**src/rtl/point_transform_3d_defines.svh**
```systemverilog
// ----------------------------------------------------------------------------
// Point transform 3D assertion macros
// Shared property shorthands for the transform pipeline checks.
// ----------------------------------------------------------------------------
`ifndef POINT_TRANSFORM_3D_DEFINES_SVH
`define POINT_TRANSFORM_3D_DEFINES_SVH

// Same-cycle implication, sampled on clock, off while reset is high.
`define PT3_ASSERT_SAME(label, ante, cons, msg) \
   label: assert property (@(posedge clock) disable iff (reset) (ante) |-> (cons)) \
      else $error(msg);

// Next-cycle implication, sampled on clock, off while reset is high.
`define PT3_ASSERT_NEXT(label, ante, cons, msg) \
   label: assert property (@(posedge clock) disable iff (reset) (ante) |=> (cons)) \
      else $error(msg);

`endif

```
**src/rtl/pt3_pkg.sv**
```systemverilog
// ----------------------------------------------------------------------------
// Point transform 3D package
// Types, register indexes, mode codes and the per-lane mode decoder.
// ----------------------------------------------------------------------------
package pt3_pkg;

   localparam int NUM_LANES = 3;
   localparam int FRAC_BITS = 16;

   typedef logic signed [31:0] coord_type;
   typedef logic signed [32:0] diff_type;
   typedef logic signed [19:0] factor_type;
   typedef logic signed [52:0] prod_type;
   typedef logic signed [53:0] sum_type;
   typedef logic signed [38:0] wide_type;
   typedef logic [2:0]         mode_type;
   typedef logic [2:0]         csr_index_type;
   typedef logic [31:0]        csr_data_type;
   typedef logic [1:0]         lane_idx_type;

   typedef coord_type [NUM_LANES-1:0] coord_vec_type;
   typedef diff_type  [NUM_LANES-1:0] diff_vec_type;
   typedef wide_type  [NUM_LANES-1:0] wide_vec_type;

   localparam lane_idx_type LANE_X = 2'd0;
   localparam lane_idx_type LANE_Y = 2'd1;
   localparam lane_idx_type LANE_Z = 2'd2;

   localparam mode_type MODE_MOVE  = 3'd0;
   localparam mode_type MODE_SCALE = 3'd1;
   localparam mode_type MODE_ROT_X = 3'd2;
   localparam mode_type MODE_ROT_Y = 3'd3;
   localparam mode_type MODE_ROT_Z = 3'd4;

   localparam csr_index_type REG_MODE     = 3'd0;
   localparam csr_index_type REG_OFFSET_X = 3'd1;
   localparam csr_index_type REG_OFFSET_Y = 3'd2;
   localparam csr_index_type REG_OFFSET_Z = 3'd3;
   localparam csr_index_type REG_FACTOR_A = 3'd4;
   localparam csr_index_type REG_FACTOR_B = 3'd5;

   localparam factor_type FACTOR_ONE = 20'sd65536;
   localparam coord_type  COORD_MAX  = 32'sh7fff_ffff;
   localparam coord_type  COORD_MIN  = 32'sh8000_0000;

   typedef enum logic [1:0] {
      KIND_PASS,
      KIND_MOVE,
      KIND_XFORM
   } kind_type;

   typedef struct packed {
      kind_type     kind;
      lane_idx_type b_src;
      logic         b_sub;
      logic         b_en;
   } lane_ctrl_type;

   typedef lane_ctrl_type [NUM_LANES-1:0] lane_ctrl_vec_type;

   typedef struct packed {
      mode_type      mode;
      coord_vec_type off;
      factor_type    fa;
      factor_type    fb;
   } cfg_type;

   // Per-lane operation in scale and off-axis rotate lanes: own centered value times
   // factor_a, plus or minus (rotate only) one other lane's centered value times factor_b.
   function automatic lane_ctrl_type lane_decode(mode_type mode, lane_idx_type lane);
      lane_ctrl_type ctrl;
      ctrl.kind  = KIND_PASS;
      ctrl.b_src = lane;
      ctrl.b_sub = 1'b0;
      ctrl.b_en  = 1'b0;
      unique case (mode)
         MODE_MOVE:  ctrl.kind = KIND_MOVE;
         MODE_SCALE: ctrl.kind = KIND_XFORM;
         MODE_ROT_X: begin
            if (lane != LANE_X) begin
               ctrl.kind  = KIND_XFORM;
               ctrl.b_en  = 1'b1;
               ctrl.b_src = (lane == LANE_Y) ? LANE_Z : LANE_Y;
               ctrl.b_sub = (lane == LANE_Z);
            end
         end
         MODE_ROT_Y: begin
            if (lane != LANE_Y) begin
               ctrl.kind  = KIND_XFORM;
               ctrl.b_en  = 1'b1;
               ctrl.b_src = (lane == LANE_X) ? LANE_Z : LANE_X;
               ctrl.b_sub = (lane == LANE_X);
            end
         end
         MODE_ROT_Z: begin
            if (lane != LANE_Z) begin
               ctrl.kind  = KIND_XFORM;
               ctrl.b_en  = 1'b1;
               ctrl.b_src = (lane == LANE_X) ? LANE_Y : LANE_X;
               ctrl.b_sub = (lane == LANE_Y);
            end
         end
         default: ;
      endcase
      return ctrl;
   endfunction

endpackage

```
**src/rtl/pt3_csr.sv**
```systemverilog
// ----------------------------------------------------------------------------
// Point transform 3D configuration registers
// Write-only register bank for mode, center/offset and factors.
// ----------------------------------------------------------------------------
module pt3_csr (
   input  logic                  clock,
   input  logic                  reset,
   input  logic                  csr_wen,
   input  pt3_pkg::csr_index_type csr_index,
   input  pt3_pkg::csr_data_type csr_wdata,
   output pt3_pkg::cfg_type      cfg
);
   import pt3_pkg::*;

   cfg_type cfg_ff;
   cfg_type cfg_in;

   always_comb begin
      cfg_in = cfg_ff;
      if (csr_wen) begin
         unique case (csr_index)
            REG_MODE:     cfg_in.mode        = csr_wdata[2:0];
            REG_OFFSET_X: cfg_in.off[LANE_X] = csr_wdata;
            REG_OFFSET_Y: cfg_in.off[LANE_Y] = csr_wdata;
            REG_OFFSET_Z: cfg_in.off[LANE_Z] = csr_wdata;
            REG_FACTOR_A: cfg_in.fa          = csr_wdata[19:0];
            REG_FACTOR_B: cfg_in.fb          = csr_wdata[19:0];
            default: ;    // drop writes past the last register
         endcase
      end
   end

   always_ff @(posedge clock) begin
      if (reset) begin
         cfg_ff.mode <= MODE_MOVE;
         cfg_ff.off  <= '0;
         cfg_ff.fa   <= FACTOR_ONE;
         cfg_ff.fb   <= '0;
      end else begin
         cfg_ff <= cfg_in;
      end
   end

   assign cfg = cfg_ff;

endmodule

```
**config.mk**
```make
export PLATFORM = sky130hd
export DESIGN_NAME = pt3_csr
export DESIGN_NICKNAME = d
export VERILOG_FILES = /design/src/rtl/point_transform_3d_defines.svh /design/src/rtl/pt3_pkg.sv /design/src/rtl/pt3_csr.sv
export SDC_FILE = /design/constraint.sdc
export NUM_CORES = 1
export LEC_CHECK = 0
export BUFFER_PORTS_ARGS = -buffer_cell sky130_fd_sc_hd__buf_2
export CORE_MARGIN = 3
export CORE_UTILIZATION = 51
export DETAILED_ROUTE_END_ITERATION = 16
export MAX_ROUTING_LAYER = met4
export PLACE_DENSITY = 0.86
export REMOVE_ABC_BUFFERS = 1
export SLEW_MARGIN = 20
export SYNTH_ARGS = -nofsm -noshare
export SYNTH_HDL_FRONTEND = slang
export SYNTH_SLANG_ARGS = --single-unit
```
**constraint.sdc**
```tcl
create_clock -name clock -period 1.6 [get_ports clock]
set_clock_uncertainty 0.2 [all_clocks]
set_input_delay 0.24 -clock clock [delete_from_list [all_inputs] [get_ports clock]]
set_output_delay 0.24 -clock clock [all_outputs]
set_load 0.005 [all_outputs]
```
==> results.toml <==
[worst_setup_path]
rr_startpoint = "cfg[109]"
required_ps = 1160
worst_setup_path_start_kind = "flop"
cp_slowest_cell = "dfxtp_1"
worstPathArrival_ps = 1020
cp_max_fo = 2
critical-path-top-delay-family = "flip-flops"
crit_type = "reg -> out"
cpPeakStageDelay_ps = 360
path_cells = "buf_2"
startpoint = "cfg[91]"
end_kind = "output port"
critPathBufInv = 1

[grt]
grt_max_degree = 82
track_usage_pct = 24.0
grt_pass1_vias = 4327
grt_antenna_before_repair = 0
overflow = 0
grt_pass1_wl_um = 21500

[synth]
yosys_warnings = 0
synth_top_area_share_pct = 50.7
ys_types = 12
yosys.area.top_type = "dfxtp_1"
syn_area_sq_um = 5490
netlist_instances = 493
yosysSeqAreaShare_pct = 50.7
syn_avg_cell_area_sq_um = 11.1
synth_area_leaders = "dfxtp_1 (51%), mux2i_1 (25%), nand2b_1 (19%), buf_2 (1.4%), clkbuf_1 (1.2%)"
ys_ff_latch = 139

[clock_network]
clk_pin_slew_ps = 60
numCtsBuffers = 17
cts-root-buf = "clkbuf_8"
cts.sinks = 139
clock_latency_ps = 510
cts_tree = "built"
ctsLongestPathBuffers = 2
cts_setup_buffers = 0
htreeDepth = 4

[sta]
max_slew_margin_pct = 80.4
rsz0062_at_grt = "false"
whs_ps = 51.4
period_minus_slack_ps = 1460
finalHoldViolCount = 0
max_freq_mhz = 687
finalCritPeriodShare_pct = 91.0
drv_slew = 0
tightest_slew_ps = 294
setup_violations = 0
finalWorstSetupSlack_ps = 144

[final_layout]
drive_gt1_share_pct = 31.1
final_area_sq_um = 7550
fin_util_pct = 72.5
largest_reg_flops = 139
fillCellCount = 745
syn2layout_area_growth_pct = 37.6
antenna_cells = 0
finalNetCount = 735

[placement]
io_buffer_count = 176
placed_cell_area_sq_um = 6580
dpl.hpwl_um = 8910
gp_congestion = 0.791
place_ws_ps = 94.8

[pwr]
finalPower_mw = 8.36
p_leak_nw = 3.95
power.density_nw_per_um2 = 1110
vdd_drop_max_mv = 0.538

[die]
pin_count = 177
dieArea_sq_um = 12000
rows = 37
fp.dieW_um = 110
start_util_pct = 52.7
dieHeight_um = 110
core_sq_um = 10400

[hold_path]
min_from = "csr_index[1]"
hp-class = "in -> reg"

[routing]
dr_total_vias = 4253
drc = 0
drtIter0Drc = 245
routed_via_density = 5.03
totalWireLength_um = 14100
drt.antenna.violating_nets = 0
firstDrtPassIters = 4
wire_per_inst_um = 16.7

[flow_run]
maxCapViolCount = 0

[run_status]
status = "finished clean"
worst paths after layout:
kind,endpoint,slack [ps],cells after the start
max,cfg[91],140,1
min,cfg[136],50,3
max reg2reg,cfg[109],690,2
min reg2reg,cfg[35],270,2
report_power, final:
group / total [mW] / leakage (nW) / internal, mW / switching [mW]
Sequential: 3.58 / 1.12 / 3.54 / 0.0411
Combinational: 0.571 / 2.51 / 0.310 / 0.261
Clock: 4.21 / 0.316 / 2.77 / 1.44
Total: 8.36 / 3.95 / 6.62 / 1.74
per-layer routing:
| metal | vias up | track usage, % | share of wire (%) |
|---|---|---|---|
| li1 | 2045 | - | - |
| met1 | 2033 | 26.0 | 40 |
| met2 | 130 | 41.6 | 52 |
| met3 | 45 | 4.82 | 3.7 |
| met4 | 0 | 12.4 | 3.8 |
| met5 | - | - | 0 |
per-stage QoR:
stage / cells / setup TNS (ps)
final: 846 / 0
after global routing: 846 / 0
after detailed placement: 781 / 0
after CTS: 846 / 0
after global placement: 781 / 0
after floorplan: 458 / -46510
cell type report:
class                           count  area, sq um  area share, %
Timing Repair Buffer              220         1390           18.5
Multi-Input combinational cell    319         2560           33.9
Tap cell                          136          170           2.25
Sequential cell                   139         2780           36.9
Clock inverter                     11          191           2.54
Clock buffer                       21          449           5.95
cell usage after synthesis (all sizes together):
cell type and count:
nand2b 170, dfxtp 139, mux2i 139, clkbuf 18, buf 17, nand4bb 3, nand4b 2, nor2 2
and4bb 1, nor4bb 1, or4b 1
logic make-up after synthesis:
family        share of synthesized area [%]
simple gates                           21.0
flops                                  50.7
buf+inv                                2.87
mux                                    25.4
cells in the final DEF (no fill, tap or decap), drive strengths merged, types with 2 or more instances in the layout:
| cell type | netlist | routed |
|---|---|---|
| mux2i | 139 | 139 |
| nand4bb | 3 | 3 |
| clkbuf | 18 | 21 |
| dfxtp | 139 | 139 |
| dlygate4sd3 | 0 | 33 |
| nand4b | 2 | 2 |
| buf | 17 | 187 |
| clkinv | 0 | 6 |
| nand2b | 170 | 170 |
| bufinv | 0 | 5 |
| nor2 | 2 | 2 |
timing repair:
action                    in CTS  in global routing
hold endpoints to repair     139                  0
hold buffers                  33                  0
resized for setup              0                  0
Note: power is estimated with default switching activity, not from simulation.
