[src/rtl/point_transform_3d_defines.svh]
// ----------------------------------------------------------------------------
// Point transform 3D assertion macros
// Shared property shorthands for the transform pipeline checks.
// ----------------------------------------------------------------------------
`ifndef POINT_TRANSFORM_3D_DEFINES_SVH
`define POINT_TRANSFORM_3D_DEFINES_SVH

// Same-cycle implication, sampled on clock, off while reset is high.
`define PT3_ASSERT_SAME(label, ante, cons, msg) \
   label: assert property (@(posedge clock) disable iff (reset) (ante) |-> (cons)) \
      else $error(msg);

// Next-cycle implication, sampled on clock, off while reset is high.
`define PT3_ASSERT_NEXT(label, ante, cons, msg) \
   label: assert property (@(posedge clock) disable iff (reset) (ante) |=> (cons)) \
      else $error(msg);

`endif

[src/rtl/pt3_pkg.sv]
// ----------------------------------------------------------------------------
// Point transform 3D package
// Types, register indexes, mode codes and the per-lane mode decoder.
// ----------------------------------------------------------------------------
package pt3_pkg;

   localparam int NUM_LANES = 3;
   localparam int FRAC_BITS = 16;

   typedef logic signed [31:0] coord_type;
   typedef logic signed [32:0] diff_type;
   typedef logic signed [19:0] factor_type;
   typedef logic signed [52:0] prod_type;
   typedef logic signed [53:0] sum_type;
   typedef logic signed [38:0] wide_type;
   typedef logic [2:0]         mode_type;
   typedef logic [2:0]         csr_index_type;
   typedef logic [31:0]        csr_data_type;
   typedef logic [1:0]         lane_idx_type;

   typedef coord_type [NUM_LANES-1:0] coord_vec_type;
   typedef diff_type  [NUM_LANES-1:0] diff_vec_type;
   typedef wide_type  [NUM_LANES-1:0] wide_vec_type;

   localparam lane_idx_type LANE_X = 2'd0;
   localparam lane_idx_type LANE_Y = 2'd1;
   localparam lane_idx_type LANE_Z = 2'd2;

   localparam mode_type MODE_MOVE  = 3'd0;
   localparam mode_type MODE_SCALE = 3'd1;
   localparam mode_type MODE_ROT_X = 3'd2;
   localparam mode_type MODE_ROT_Y = 3'd3;
   localparam mode_type MODE_ROT_Z = 3'd4;

   localparam csr_index_type REG_MODE     = 3'd0;
   localparam csr_index_type REG_OFFSET_X = 3'd1;
   localparam csr_index_type REG_OFFSET_Y = 3'd2;
   localparam csr_index_type REG_OFFSET_Z = 3'd3;
   localparam csr_index_type REG_FACTOR_A = 3'd4;
   localparam csr_index_type REG_FACTOR_B = 3'd5;

   localparam factor_type FACTOR_ONE = 20'sd65536;
   localparam coord_type  COORD_MAX  = 32'sh7fff_ffff;
   localparam coord_type  COORD_MIN  = 32'sh8000_0000;

   typedef enum logic [1:0] {
      KIND_PASS,
      KIND_MOVE,
      KIND_XFORM
   } kind_type;

   typedef struct packed {
      kind_type     kind;
      lane_idx_type b_src;
      logic         b_sub;
      logic         b_en;
   } lane_ctrl_type;

   typedef lane_ctrl_type [NUM_LANES-1:0] lane_ctrl_vec_type;

   typedef struct packed {
      mode_type      mode;
      coord_vec_type off;
      factor_type    fa;
      factor_type    fb;
   } cfg_type;

   // Per-lane operation in scale and off-axis rotate lanes: own centered value times
   // factor_a, plus or minus (rotate only) one other lane's centered value times factor_b.
   function automatic lane_ctrl_type lane_decode(mode_type mode, lane_idx_type lane);
      lane_ctrl_type ctrl;
      ctrl.kind  = KIND_PASS;
      ctrl.b_src = lane;
      ctrl.b_sub = 1'b0;
      ctrl.b_en  = 1'b0;
      unique case (mode)
         MODE_MOVE:  ctrl.kind = KIND_MOVE;
         MODE_SCALE: ctrl.kind = KIND_XFORM;
         MODE_ROT_X: begin
            if (lane != LANE_X) begin
               ctrl.kind  = KIND_XFORM;
               ctrl.b_en  = 1'b1;
               ctrl.b_src = (lane == LANE_Y) ? LANE_Z : LANE_Y;
               ctrl.b_sub = (lane == LANE_Z);
            end
         end
         MODE_ROT_Y: begin
            if (lane != LANE_Y) begin
               ctrl.kind  = KIND_XFORM;
               ctrl.b_en  = 1'b1;
               ctrl.b_src = (lane == LANE_X) ? LANE_Z : LANE_X;
               ctrl.b_sub = (lane == LANE_X);
            end
         end
         MODE_ROT_Z: begin
            if (lane != LANE_Z) begin
               ctrl.kind  = KIND_XFORM;
               ctrl.b_en  = 1'b1;
               ctrl.b_src = (lane == LANE_X) ? LANE_Y : LANE_X;
               ctrl.b_sub = (lane == LANE_Y);
            end
         end
         default: ;
      endcase
      return ctrl;
   endfunction

endpackage

[src/rtl/pt3_center.sv]
// ----------------------------------------------------------------------------
// Point transform 3D centering stage
// Subtract the center from each coordinate and decode the lane operations.
// ----------------------------------------------------------------------------
module pt3_center (
   input  logic                       clock,
   input  logic                       load,
   input  pt3_pkg::coord_vec_type     pos,
   input  pt3_pkg::cfg_type           cfg,
   output pt3_pkg::diff_vec_type      d,
   output pt3_pkg::coord_vec_type     p,
   output pt3_pkg::lane_ctrl_vec_type ctrl
);
   import pt3_pkg::*;

   diff_vec_type      d_ff, d_in;
   coord_vec_type     p_ff;
   lane_ctrl_vec_type ctrl_ff, ctrl_in;

   always_comb begin
      for (int i = 0; i < NUM_LANES; i++) begin
         d_in[i]    = {pos[i][31], pos[i]} - {cfg.off[i][31], cfg.off[i]};
         ctrl_in[i] = lane_decode(cfg.mode, lane_idx_type'(i));
      end
   end

   always_ff @(posedge clock) begin
      if (load) begin
         d_ff    <= d_in;
         p_ff    <= pos;
         ctrl_ff <= ctrl_in;
      end
   end

   assign d    = d_ff;
   assign p    = p_ff;
   assign ctrl = ctrl_ff;

endmodule

[config.mk]
export PLATFORM = sky130hd
export DESIGN_NAME = pt3_center
export DESIGN_NICKNAME = d
export VERILOG_FILES = /design/src/rtl/point_transform_3d_defines.svh /design/src/rtl/pt3_pkg.sv /design/src/rtl/pt3_center.sv
export SDC_FILE = /design/constraint.sdc
export NUM_CORES = 1
export LEC_CHECK = 0
export BUFFER_PORTS_ARGS = -buffer_cell sky130_fd_sc_hd__buf_2
export CAP_MARGIN = 20
export CORE_AREA = 2 2 174 176
export DETAILED_ROUTE_END_ITERATION = 12
export DIE_AREA = 0 0 176 178
export GPL_ROUTABILITY_DRIVEN = 0
export PLACE_DENSITY = 0.74
export SYNTH_ARGS = -nofsm -noshare
export SYNTH_HDL_FRONTEND = slang
export SYNTH_SLANG_ARGS = --single-unit
[constraint.sdc]
create_clock -name clock -period 6.2 [get_ports clock]
set_input_delay 0.62 -clock clock [delete_from_list [all_inputs] [get_ports clock]]
set_output_delay 0.62 -clock clock [all_outputs]
set_load 0.05 [all_outputs]
==> flow_metrics.py <==
metrics = {
    "floorplan": {
        "die_height_microns": 178,
        "io_pins": 450,
        "die_w_microns": 176,
        "initial_core_util_pct": 39.6,
        "fp-row-count": 63,
        "dieArea_sq_um": 31300,
        "core_area_sq_um": 29400,
    },
    "setup_path": {
        "cp_top_family": "compound AO/OA/AOI/OAI gates",
        "endpoint_kind": "register",
        "crit_fanout": 4,
        "start_kind": "input port",
        "critical_path_class": "input port to register",
        "required_ns": 6.46,
        "crit_chain": "buf_2, inv_1, ha_1, fa_1, nand2b_1, a21boi_1, o21ai_0, a21oi_1, a211oi_1, o21ai_0, a21oi_1, o21ai_0, xor2_1",
        "path_common_cell": "o21ai_0",
        "critPathLaunch": "pos[0]",
        "worstPathArrival_ns": 3.43,
        "max_stage_delay_ns": 0.54,
        "slowest_stage": "a211oi_1",
        "crit_buf_inv": 2,
    },
    "finish": {
        "final_cell_area_sq_um": 14900,
        "syn2layout_area_growth_pct": 28.2,
        "fin_util_pct": 50.8,
        "final_nets": 1784,
        "drive_gt1_share_pct": 31.9,
        "fin_cells": 1858,
    },
    "clocking": {
        "cts.clk_slew.worst_paths_ns": 0.06,
        "htreeDepth": 1,
        "cts_resized": 0,
        "clock_sinks": 209,
        "clock_path_buffers": 3,
        "numCtsBuffers": 24,
        "postCtsSetupBuffers": 0,
        "cts_tree": "done",
        "cts_root_buf": "clkbuf_16",
        "cts_hold_buf": 0,
    },
    "hold_path": {
        "hp-class": "input port to register",
        "hold_path.startpoint": "pos[70]",
    },
    "timing": {
        "final_hold_viol_count": 0,
        "fmax_mhz": 315,
        "setup_viol": 0,
        "rsz0062_at_grt": "false",
        "worst_pin_slew_ns": 0.809,
        "whs_ns": 0.294,
        "min_period_ns": 3.17,
        "fin_ws_ns": 3.03,
        "min_period_over_period_pct": 51.1,
        "tns_ns": 0,
        "slew_violations": 0,
        "slew_headroom_pct": 46.1,
    },
    "pwr": {
        "power_density_nw_per_um2": 315,
        "p_total_mw": 4.70,
        "leakage_nw": 6.85,
        "vdd_drop_max_uv": 249,
    },
    "yosys": {
        "synth_warnings": 0,
        "avgSynthCellArea_sq_um": 11.3,
        "ys_ff_latch": 209,
        "syn_nets": 1365,
        "synthCells": 1029,
        "synth_edf_count": 209,
        "ys_seq_area_share_pct": 53.9,
        "synth_flop_cell": "edfxtp_1",
        "async_reset_ff_share_pct": 0,
        "synthDistinctLibCells": 68,
        "synth.cell_area_sq_um": 11600,
    },
    "placed_design": {
        "dp_slack_ns": 2.52,
        "dp_hpwl_mm": 24.3,
        "numPortBuffers": 409,
        "placedCellCount": 1812,
        "post_dp_cell_area_sq_um": 14100,
    },
    "detailed_routing": {
        "via_count": 9322,
        "wl_per_cell_microns": 16.4,
        "drt_iter0_drc": 536,
        "drcViolationCount": 0,
        "viasPerCell": 5.02,
        "ant_nets": 0,
        "firstDrtPassIters": 7,
        "wirelength_mm": 30.6,
    },
    "status": {
        "status": "finished clean",
    },
    "global_route": {
        "antenna_found_initial": 2,
        "grt_use_total_pct": 18.6,
        "grt_max_degree": 100,
        "grt_pass1_wl_mm": 46.7,
        "grt_overflow": 0,
        "grt_pass1_vias": 9225,
    },
    "job": {
        "cap_violations": 0,
    },
}
==> state kept, by name (all words and copies together) (netlist names) <==
name,flops
p,96
d,99
ctrl,14
==> final timing paths <==
| check | cells past startpoint | end |
|---|---|---|
| worst min-delay path | 1 | p[70] |
| worst max-delay path | 13 | d[30] |
==> cells in the mapped netlist (3+ instances only) <==
| cell type | instances | area [sq um] |
|---|---|---|
| nand2_1 | 66 | 248 |
| and3_1 | 6 | 37.5 |
| nor3_1 | 14 | 70.1 |
| xor2_1 | 25 | 219 |
| ha_1 | 96 | 1200 |
| o21a_1 | 9 | 67.6 |
| xnor2_1 | 57 | 499 |
| fa_1 | 3 | 60.1 |
| o21ai_1 | 4 | 20.0 |
| or3_1 | 4 | 25.0 |
| nand2b_1 | 16 | 100 |
| nor2_1 | 63 | 236 |
| a211oi_1 | 5 | 37.5 |
| a21oi_1 | 93 | 465 |
| a31oi_1 | 7 | 43.8 |
| nor2b_1 | 18 | 113 |
| nand4_1 | 10 | 62.6 |
| o21bai_1 | 11 | 82.6 |
| o31ai_1 | 5 | 37.5 |
| a21o_1 | 29 | 218 |
| edfxtp_1 | 209 | 6280 |
| inv_1 | 131 | 492 |
| a211o_1 | 3 | 26.3 |
| a211oi_2 | 3 | 37.5 |
| o211ai_1 | 5 | 37.5 |
| a41oi_1 | 4 | 35.0 |
| o21ai_0 | 47 | 235 |
| buf_4 | 4 | 30.0 |
| o221ai_1 | 3 | 26.3 |
| clkbuf_1 | 11 | 41.3 |
| nand3_1 | 16 | 80.1 |
| nand4b_1 | 3 | 26.3 |
==> per-layer routing <==
layer | up-vias | wire [microns] | track usage [%]
met5 | - | 0 | 0
met4 | 0 | 706 | 5.20
met3 | 53 | 2470 | 4.37
met2 | 374 | 15300 | 33.7
met1 | 4315 | 12100 | 22.1
li1 | 4580 | - | -
==> where the power goes <==
part / leakage (nW) / total, mW / internal [mW] / switching, mW
registers: 2.04 / 1.81 / 1.77 / 0.0394
logic: 4.41 / 1.45 / 0.396 / 1.06
clock network: 0.391 / 1.44 / 0.865 / 0.575
==> layout by cell type (no fill, tap or decap), types with 6 or more instances in the layout <==
master     instances
buf_2            408
edfxtp_1         209
inv_1            131
ha_1              96
a21oi_1           93
nand2_1           66
nor2_1            63
xnor2_1           57
o21ai_0           47
a21o_1            29
xor2_1            25
clkbuf_16         25
nor2b_1           18
nand2b_1          16
nand3_1           16
nor3_1            14
o21bai_1          11
nand4_1           10
o21a_1             9
a31oi_1            7
and3_1             6
==> final cells by class <==
cell class	instances	area [sq um]
Sequential cell	209	6280
Multi-Input combinational cell	671	4800
Antenna cell	2	5.00
Fill cell	2582	14500
Clock inverter	15	164
Timing Repair Buffer	411	2070
Clock buffer	29	641
Inverter	131	492
Tap cell	390	488
==> logic make-up after synthesis <==
| family | after synthesis | synth area share, % |
|---|---|---|
| DFF | 209 | 53.9 |
| muxes | 1 | 0.0859 |
| buffers and inverters | 149 | 4.95 |
| AOI/OAI and AO/OA | 260 | 14.7 |
| adders and majority gates | 99 | 10.8 |
| xor gates and xnor gates | 82 | 6.17 |
| and+or+nand+nor | 229 | 9.40 |
Note: power is estimated with default switching activity, not from simulation.
