`src/rtl/point_transform_3d_defines.svh`:
```
// ----------------------------------------------------------------------------
// Point transform 3D assertion macros
// Shared property shorthands for the transform pipeline checks.
// ----------------------------------------------------------------------------
`ifndef POINT_TRANSFORM_3D_DEFINES_SVH
`define POINT_TRANSFORM_3D_DEFINES_SVH

// Same-cycle implication, sampled on clock, off while reset is high.
`define PT3_ASSERT_SAME(label, ante, cons, msg) \
   label: assert property (@(posedge clock) disable iff (reset) (ante) |-> (cons)) \
      else $error(msg);

// Next-cycle implication, sampled on clock, off while reset is high.
`define PT3_ASSERT_NEXT(label, ante, cons, msg) \
   label: assert property (@(posedge clock) disable iff (reset) (ante) |=> (cons)) \
      else $error(msg);

`endif

```
`src/rtl/pt3_pkg.sv`:
```
// ----------------------------------------------------------------------------
// Point transform 3D package
// Types, register indexes, mode codes and the per-lane mode decoder.
// ----------------------------------------------------------------------------
package pt3_pkg;

   localparam int NUM_LANES = 3;
   localparam int FRAC_BITS = 16;

   typedef logic signed [31:0] coord_type;
   typedef logic signed [32:0] diff_type;
   typedef logic signed [19:0] factor_type;
   typedef logic signed [52:0] prod_type;
   typedef logic signed [53:0] sum_type;
   typedef logic signed [38:0] wide_type;
   typedef logic [2:0]         mode_type;
   typedef logic [2:0]         csr_index_type;
   typedef logic [31:0]        csr_data_type;
   typedef logic [1:0]         lane_idx_type;

   typedef coord_type [NUM_LANES-1:0] coord_vec_type;
   typedef diff_type  [NUM_LANES-1:0] diff_vec_type;
   typedef wide_type  [NUM_LANES-1:0] wide_vec_type;

   localparam lane_idx_type LANE_X = 2'd0;
   localparam lane_idx_type LANE_Y = 2'd1;
   localparam lane_idx_type LANE_Z = 2'd2;

   localparam mode_type MODE_MOVE  = 3'd0;
   localparam mode_type MODE_SCALE = 3'd1;
   localparam mode_type MODE_ROT_X = 3'd2;
   localparam mode_type MODE_ROT_Y = 3'd3;
   localparam mode_type MODE_ROT_Z = 3'd4;

   localparam csr_index_type REG_MODE     = 3'd0;
   localparam csr_index_type REG_OFFSET_X = 3'd1;
   localparam csr_index_type REG_OFFSET_Y = 3'd2;
   localparam csr_index_type REG_OFFSET_Z = 3'd3;
   localparam csr_index_type REG_FACTOR_A = 3'd4;
   localparam csr_index_type REG_FACTOR_B = 3'd5;

   localparam factor_type FACTOR_ONE = 20'sd65536;
   localparam coord_type  COORD_MAX  = 32'sh7fff_ffff;
   localparam coord_type  COORD_MIN  = 32'sh8000_0000;

   typedef enum logic [1:0] {
      KIND_PASS,
      KIND_MOVE,
      KIND_XFORM
   } kind_type;

   typedef struct packed {
      kind_type     kind;
      lane_idx_type b_src;
      logic         b_sub;
      logic         b_en;
   } lane_ctrl_type;

   typedef lane_ctrl_type [NUM_LANES-1:0] lane_ctrl_vec_type;

   typedef struct packed {
      mode_type      mode;
      coord_vec_type off;
      factor_type    fa;
      factor_type    fb;
   } cfg_type;

   // Per-lane operation in scale and off-axis rotate lanes: own centered value times
   // factor_a, plus or minus (rotate only) one other lane's centered value times factor_b.
   function automatic lane_ctrl_type lane_decode(mode_type mode, lane_idx_type lane);
      lane_ctrl_type ctrl;
      ctrl.kind  = KIND_PASS;
      ctrl.b_src = lane;
      ctrl.b_sub = 1'b0;
      ctrl.b_en  = 1'b0;
      unique case (mode)
         MODE_MOVE:  ctrl.kind = KIND_MOVE;
         MODE_SCALE: ctrl.kind = KIND_XFORM;
         MODE_ROT_X: begin
            if (lane != LANE_X) begin
               ctrl.kind  = KIND_XFORM;
               ctrl.b_en  = 1'b1;
               ctrl.b_src = (lane == LANE_Y) ? LANE_Z : LANE_Y;
               ctrl.b_sub = (lane == LANE_Z);
            end
         end
         MODE_ROT_Y: begin
            if (lane != LANE_Y) begin
               ctrl.kind  = KIND_XFORM;
               ctrl.b_en  = 1'b1;
               ctrl.b_src = (lane == LANE_X) ? LANE_Z : LANE_X;
               ctrl.b_sub = (lane == LANE_X);
            end
         end
         MODE_ROT_Z: begin
            if (lane != LANE_Z) begin
               ctrl.kind  = KIND_XFORM;
               ctrl.b_en  = 1'b1;
               ctrl.b_src = (lane == LANE_X) ? LANE_Y : LANE_X;
               ctrl.b_sub = (lane == LANE_Y);
            end
         end
         default: ;
      endcase
      return ctrl;
   endfunction

endpackage

```
`src/rtl/pt3_lane.sv`:
```
// ----------------------------------------------------------------------------
// Point transform 3D coordinate lane
// Two products, then sum, floor shift and offset add-back for one coordinate.
// ----------------------------------------------------------------------------
module pt3_lane (
   input  logic                  clock,
   input  logic                  load2,
   input  logic                  load3,
   input  pt3_pkg::diff_type     d_own,
   input  pt3_pkg::diff_vec_type d_vec,
   input  pt3_pkg::coord_type    p,
   input  pt3_pkg::lane_ctrl_type ctrl,
   input  pt3_pkg::factor_type   fa,
   input  pt3_pkg::factor_type   fb,
   input  pt3_pkg::coord_type    off,
   output pt3_pkg::wide_type     r
);
   import pt3_pkg::*;

   diff_type      d_b;
   factor_type    fb_eff;
   prod_type      pa_ff, pa_in, pb_ff, pb_in;
   coord_type     p2_ff;
   lane_ctrl_type ctrl2_ff;
   sum_type       sum;
   logic signed [37:0] shifted;
   wide_type      r_ff, r_in;

   // Stage 2: multiply
   always_comb begin
      case (ctrl.b_src)
         LANE_X:  d_b = d_vec[LANE_X];
         LANE_Y:  d_b = d_vec[LANE_Y];
         LANE_Z:  d_b = d_vec[LANE_Z];
         default: d_b = '0;
      endcase
      fb_eff = ctrl.b_en ? fb : '0;
      pa_in  = d_own * fa;
      pb_in  = d_b * fb_eff;
   end

   always_ff @(posedge clock) begin
      if (load2) begin
         pa_ff    <= pa_in;
         pb_ff    <= pb_in;
         p2_ff    <= p;
         ctrl2_ff <= ctrl;
      end
   end

   // Stage 3: combine, round toward minus infinity, add the center back
   always_comb begin
      sum     = ctrl2_ff.b_sub ? ({pa_ff[52], pa_ff} - {pb_ff[52], pb_ff})
                               : ({pa_ff[52], pa_ff} + {pb_ff[52], pb_ff});
      shifted = sum[53:FRAC_BITS];
      case (ctrl2_ff.kind)
         KIND_XFORM: r_in = {shifted[37], shifted} + {{7{off[31]}}, off};
         KIND_MOVE:  r_in = {{7{p2_ff[31]}}, p2_ff} + {{7{off[31]}}, off};
         default:    r_in = {{7{p2_ff[31]}}, p2_ff};
      endcase
   end

   always_ff @(posedge clock) begin
      if (load3) begin
         r_ff <= r_in;
      end
   end

   assign r = r_ff;

endmodule

```
`config.mk`:
```
export PLATFORM = sky130hd
export DESIGN_NAME = pt3_lane
export DESIGN_NICKNAME = d
export VERILOG_FILES = /design/src/rtl/point_transform_3d_defines.svh /design/src/rtl/pt3_pkg.sv /design/src/rtl/pt3_lane.sv
export SDC_FILE = /design/constraint.sdc
export NUM_CORES = 2
export LEC_CHECK = 0
export ABC_AREA = 0
export CAP_MARGIN = 10
export CORE_UTILIZATION = 50
export DETAILED_ROUTE_END_ITERATION = 10
export DONT_BUFFER_PORTS = 1
export PLACE_DENSITY_LB_ADDON = 0.08
export SLEW_MARGIN = 20
export SYNTH_ARGS = -nofsm -noshare
export SYNTH_HDL_FRONTEND = slang
export SYNTH_SLANG_ARGS = --single-unit
```
`constraint.sdc`:
```
create_clock -name clock -period 10.9 [get_ports clock]
set_clock_uncertainty 0.15 [all_clocks]
set_input_delay 0.545 -clock clock [delete_from_list [all_inputs] [get_ports clock]]
set_output_delay 0.545 -clock clock [all_outputs]
set_load 0.02 [all_outputs]
```
==> reports/results.md <==
| Metric | This run | Unit |
| --- | --- | --- |
| Actual transition at the worst max-transition pin | 1130 | ps |
| Worst slew margin relative to its limit | 24.4 | % |
| Routability-driven placement congestion ratio | 0.926 | - |
| Synthesized area per cell | 9.08 | µm² |
| Buffering stage count on the worst path with inverters included | 0 | - |
| Total routed wirelength | 160000 | µm |
| Peak clock frequency supported by timing | 0.119 | GHz |
| Slowest stage cell on the critical path | sky130_fd_sc_hd__nor4_2 | - |
| Post-synthesis cell area | 58700 | µm² |
| H-tree Lvls | 4 | - |
| Yosys top cell area share | 44.7 | % |
| Number of antenna violations at the first check in global routing | 2 | - |
| Final Setup Violations | 0 | - |
| Chip Width | 345 | µm |
| Core Util, Final | 52.4 | % |
| Routed wirelength normalized by instance count | 20.4 | µm |
| Share of the cycle needed by the critical path after routing | 77.2 | % |
| DRC violation count after routing | 0 | - |
| Slew Limit Fails | 0 | - |
| Share of synthesized area occupied by flip-flops and latches | 9.20 | % |
| Minimum period implied by the final worst setup slack | 8410 | ps |
| Count of maximum capacitance violations | 0 | - |
| Total clock buffers created by CTS | 17 | - |
| Number of buffers added on ports | 0 | - |
| Worst EP arrival | 8530 | ps |
| Biggest fanout along the worst timing path | 6 | - |
| Ratio of cells with drive above 1 in the final layout | 1.94 | % |
| Starting density of the core | 50.5 | % |
| Synthesized instance count | 6467 | - |
| Largest net degree at the start of global routing | 142 | - |
| Net count after synthesis | 8413 | - |
| Commonest cells after routing, fill and taps aside | sky130_fd_sc_hd__inv_1, sky130_fd_sc_hd__fa_1, sky130_fd_sc_hd__nand2_1 | - |
| Post-layout nets | 8237 | - |
| Global-route wire length before repair | 255000 | µm |
| Cell type contributing the most total cell area after synthesis | sky130_fd_sc_hd__fa_1 | - |
| Final-layout setup total negative slack | 0 | ps |
| Outcome | completed | - |
| DR pass1 iterations | 5 | - |
| Vias after detailed routing | 42900 | - |
| Fin. Hold Viols | 0 | - |
| Multi-input combinational cell area | 47200 | µm² |
| Most prevalent standard cell on the critical path | sky130_fd_sc_hd__a21o_1 | - |
| Netlist cell types | 93 | - |
| Placement Cell Area | 59900 | µm² |
| Layout Cell Area excl Fill | 60900 | µm² |
| Total congestion overflow | 0 | - |
| Unrepaired setup endpoints after global routing | false | - |
| Worst path required time | 11020 | ps |
| Path type of the worst setup path | flip-flop to flip-flop | - |
| Clock tree from TritonCTS | built | - |
| Number of global-route vias before repair | 45300 | - |
| Hold crit path type | input port to flip-flop | - |
| Nature of the critical path startpoint | flip-flop | - |
| GRT Overall Usage | 27.8 | % |
| Ys flop type | sky130_fd_sc_hd__edfxtp_1 | - |
| Number of design-rule violations left by the first detailed-router iteration | 2506 | - |
| Height of the die | 345 | µm |
| Full die area | 119000 | µm² |
| Count of warnings emitted by yosys | 0 | - |
| CP delay by family, top | compound AO/OA/AOI/OAI gates | - |
| Via-to-Cell Ratio | 5.47 | - |
| Top area cells in the synthesized netlist | sky130_fd_sc_hd__fa_1, sky130_fd_sc_hd__edfxtp_1, sky130_fd_sc_hd__inv_1 | - |
| Fraction of synthesis flops using an asynchronous set or reset pin | 0 | % |
| Placed wire-length estimate | 136000 | µm |
| Count of flip-flops with a built-in enable after synthesis | 180 | - |
| Combined flip-flop and latch cell area | 5410 | µm² |
| Num Clock Sinks | 180 | - |
| Root Buffer | sky130_fd_sc_hd__clkbuf_16 | - |
| Most common cell after layout, fill and taps aside | sky130_fd_sc_hd__inv_1 | - |
| Slowest stage delay, CP | 520 | ps |
| Antenna Nets Post-Route | 0 | - |
| Clock-pin slew reported for the worst setup and hold paths after clock tree synthesis | 80 | ps |
| Syn-to-layout area delta | 3.75 | % |
| Type of element capturing the critical path | flip-flop | - |
| Clk Latency, worst-skew pair | 490 | ps |
| Number of filler cells placed in the layout | 10900 | - |
| Post-CTS setup buffer count | 0 | - |
| Number of core rows | 125 | - |
| Yosys reg bits | 180 | - |
| Total core area | 116000 | µm² |
| Num ports | 284 | - |
| Worst-case clock buffer depth | 2 | - |
cell families (layout without fill, tap and decap cells):
| family | count (synthesis) | after routing | share of synthesized area, % |
|---|---|---|---|
| mux | 39 | 39 | 0.667 |
| flops | 180 | 180 | 9.20 |
| buf+inv | 1644 | 1481 | 10.5 |
| simple gates | 1894 | 1894 | 14.3 |
| compound gates | 758 | 758 | 8.64 |
| xor+xnor | 251 | 251 | 3.74 |
| other cells | 0 | 2 | 0 |
| fa+ha+maj | 1701 | 1701 | 53.0 |
final timing paths:
path | depth (start not counted) | to | slack, ps | start
max | 26 | r[38]$_DFFE_PP_ | 2490 | pb_ff[11]$_DFFE_PP_
min | 0 | r[18]$_DFFE_PP_ | 20 | load3
min reg2reg | 2 | r[21]$_DFFE_PP_ | 420 | p2_ff[21]$_DFFE_PP_
max reg2reg | 26 | r[38]$_DFFE_PP_ | 2490 | pb_ff[11]$_DFFE_PP_
stage by stage:
| step | hold slack, ps | std cells | worst slack [ps] |
|---|---|---|---|
| 2_1_floorplan | 376 | 6467 | 2450 |
| 3_3_place_gp | 412 | 7761 | 2240 |
| 3_5_place_dp | 405 | 7761 | 2080 |
| 4_1_cts | 3.92 | 7828 | 2580 |
| 5_1_grt | 5.11 | 7829 | 2000 |
| 6_report | 22.7 | 7830 | 2490 |
Yosys cell counts, drive strengths merged, types with 12 or more instances:
library cell	instances
a211oi	32
a21o	124
a21oi	236
a221oi	16
a22oi	15
a31oi	23
and2	270
and3	25
clkbuf	259
edfxtp	180
fa	1310
ha	391
inv	1372
mux2i	38
nand2	828
nand2b	53
nand3	39
nand4	26
nor2	545
nor2b	15
nor3	36
nor4	15
o211ai	20
o21a	39
o21ai	123
o21bai	31
o31ai	17
or2	12
or3	14
xnor2	192
xor2	59
final cells by class:
class,instances,share of cell area [%]
Timing Repair Buffer,75,1.07
Antenna cell,2,0.00821
Tap cell,1524,3.13
Inverter,1374,8.46
Clock buffer,17,0.698
Clock inverter,15,0.302
Sequential cell,180,8.87
Multi-Input combinational cell,4643,77.5
state kept, by name, summed over array words and instances (netlist names):
register,count
r,39
p2_ff,32
ctrl2_ff,3
pb_ff,53
pa_ff,53
repair_timing:
| action | CTS | global route |
|---|---|---|
| endpoints found under the hold margin | 35 | 0 |
| hold buffers | 35 | 0 |
| gates resized for setup | 0 | 0 |
layer usage:
metal  share of wire (%)  global-route usage [%]
met1                  42                    37.4
met2                  49                    47.6
met3                 6.0                    3.75
met4                 2.6                    6.93
met5                   0                       0
Power is not shown: default switching activity piles up to over one toggle a cycle in this logic, so the estimate is an artifact.
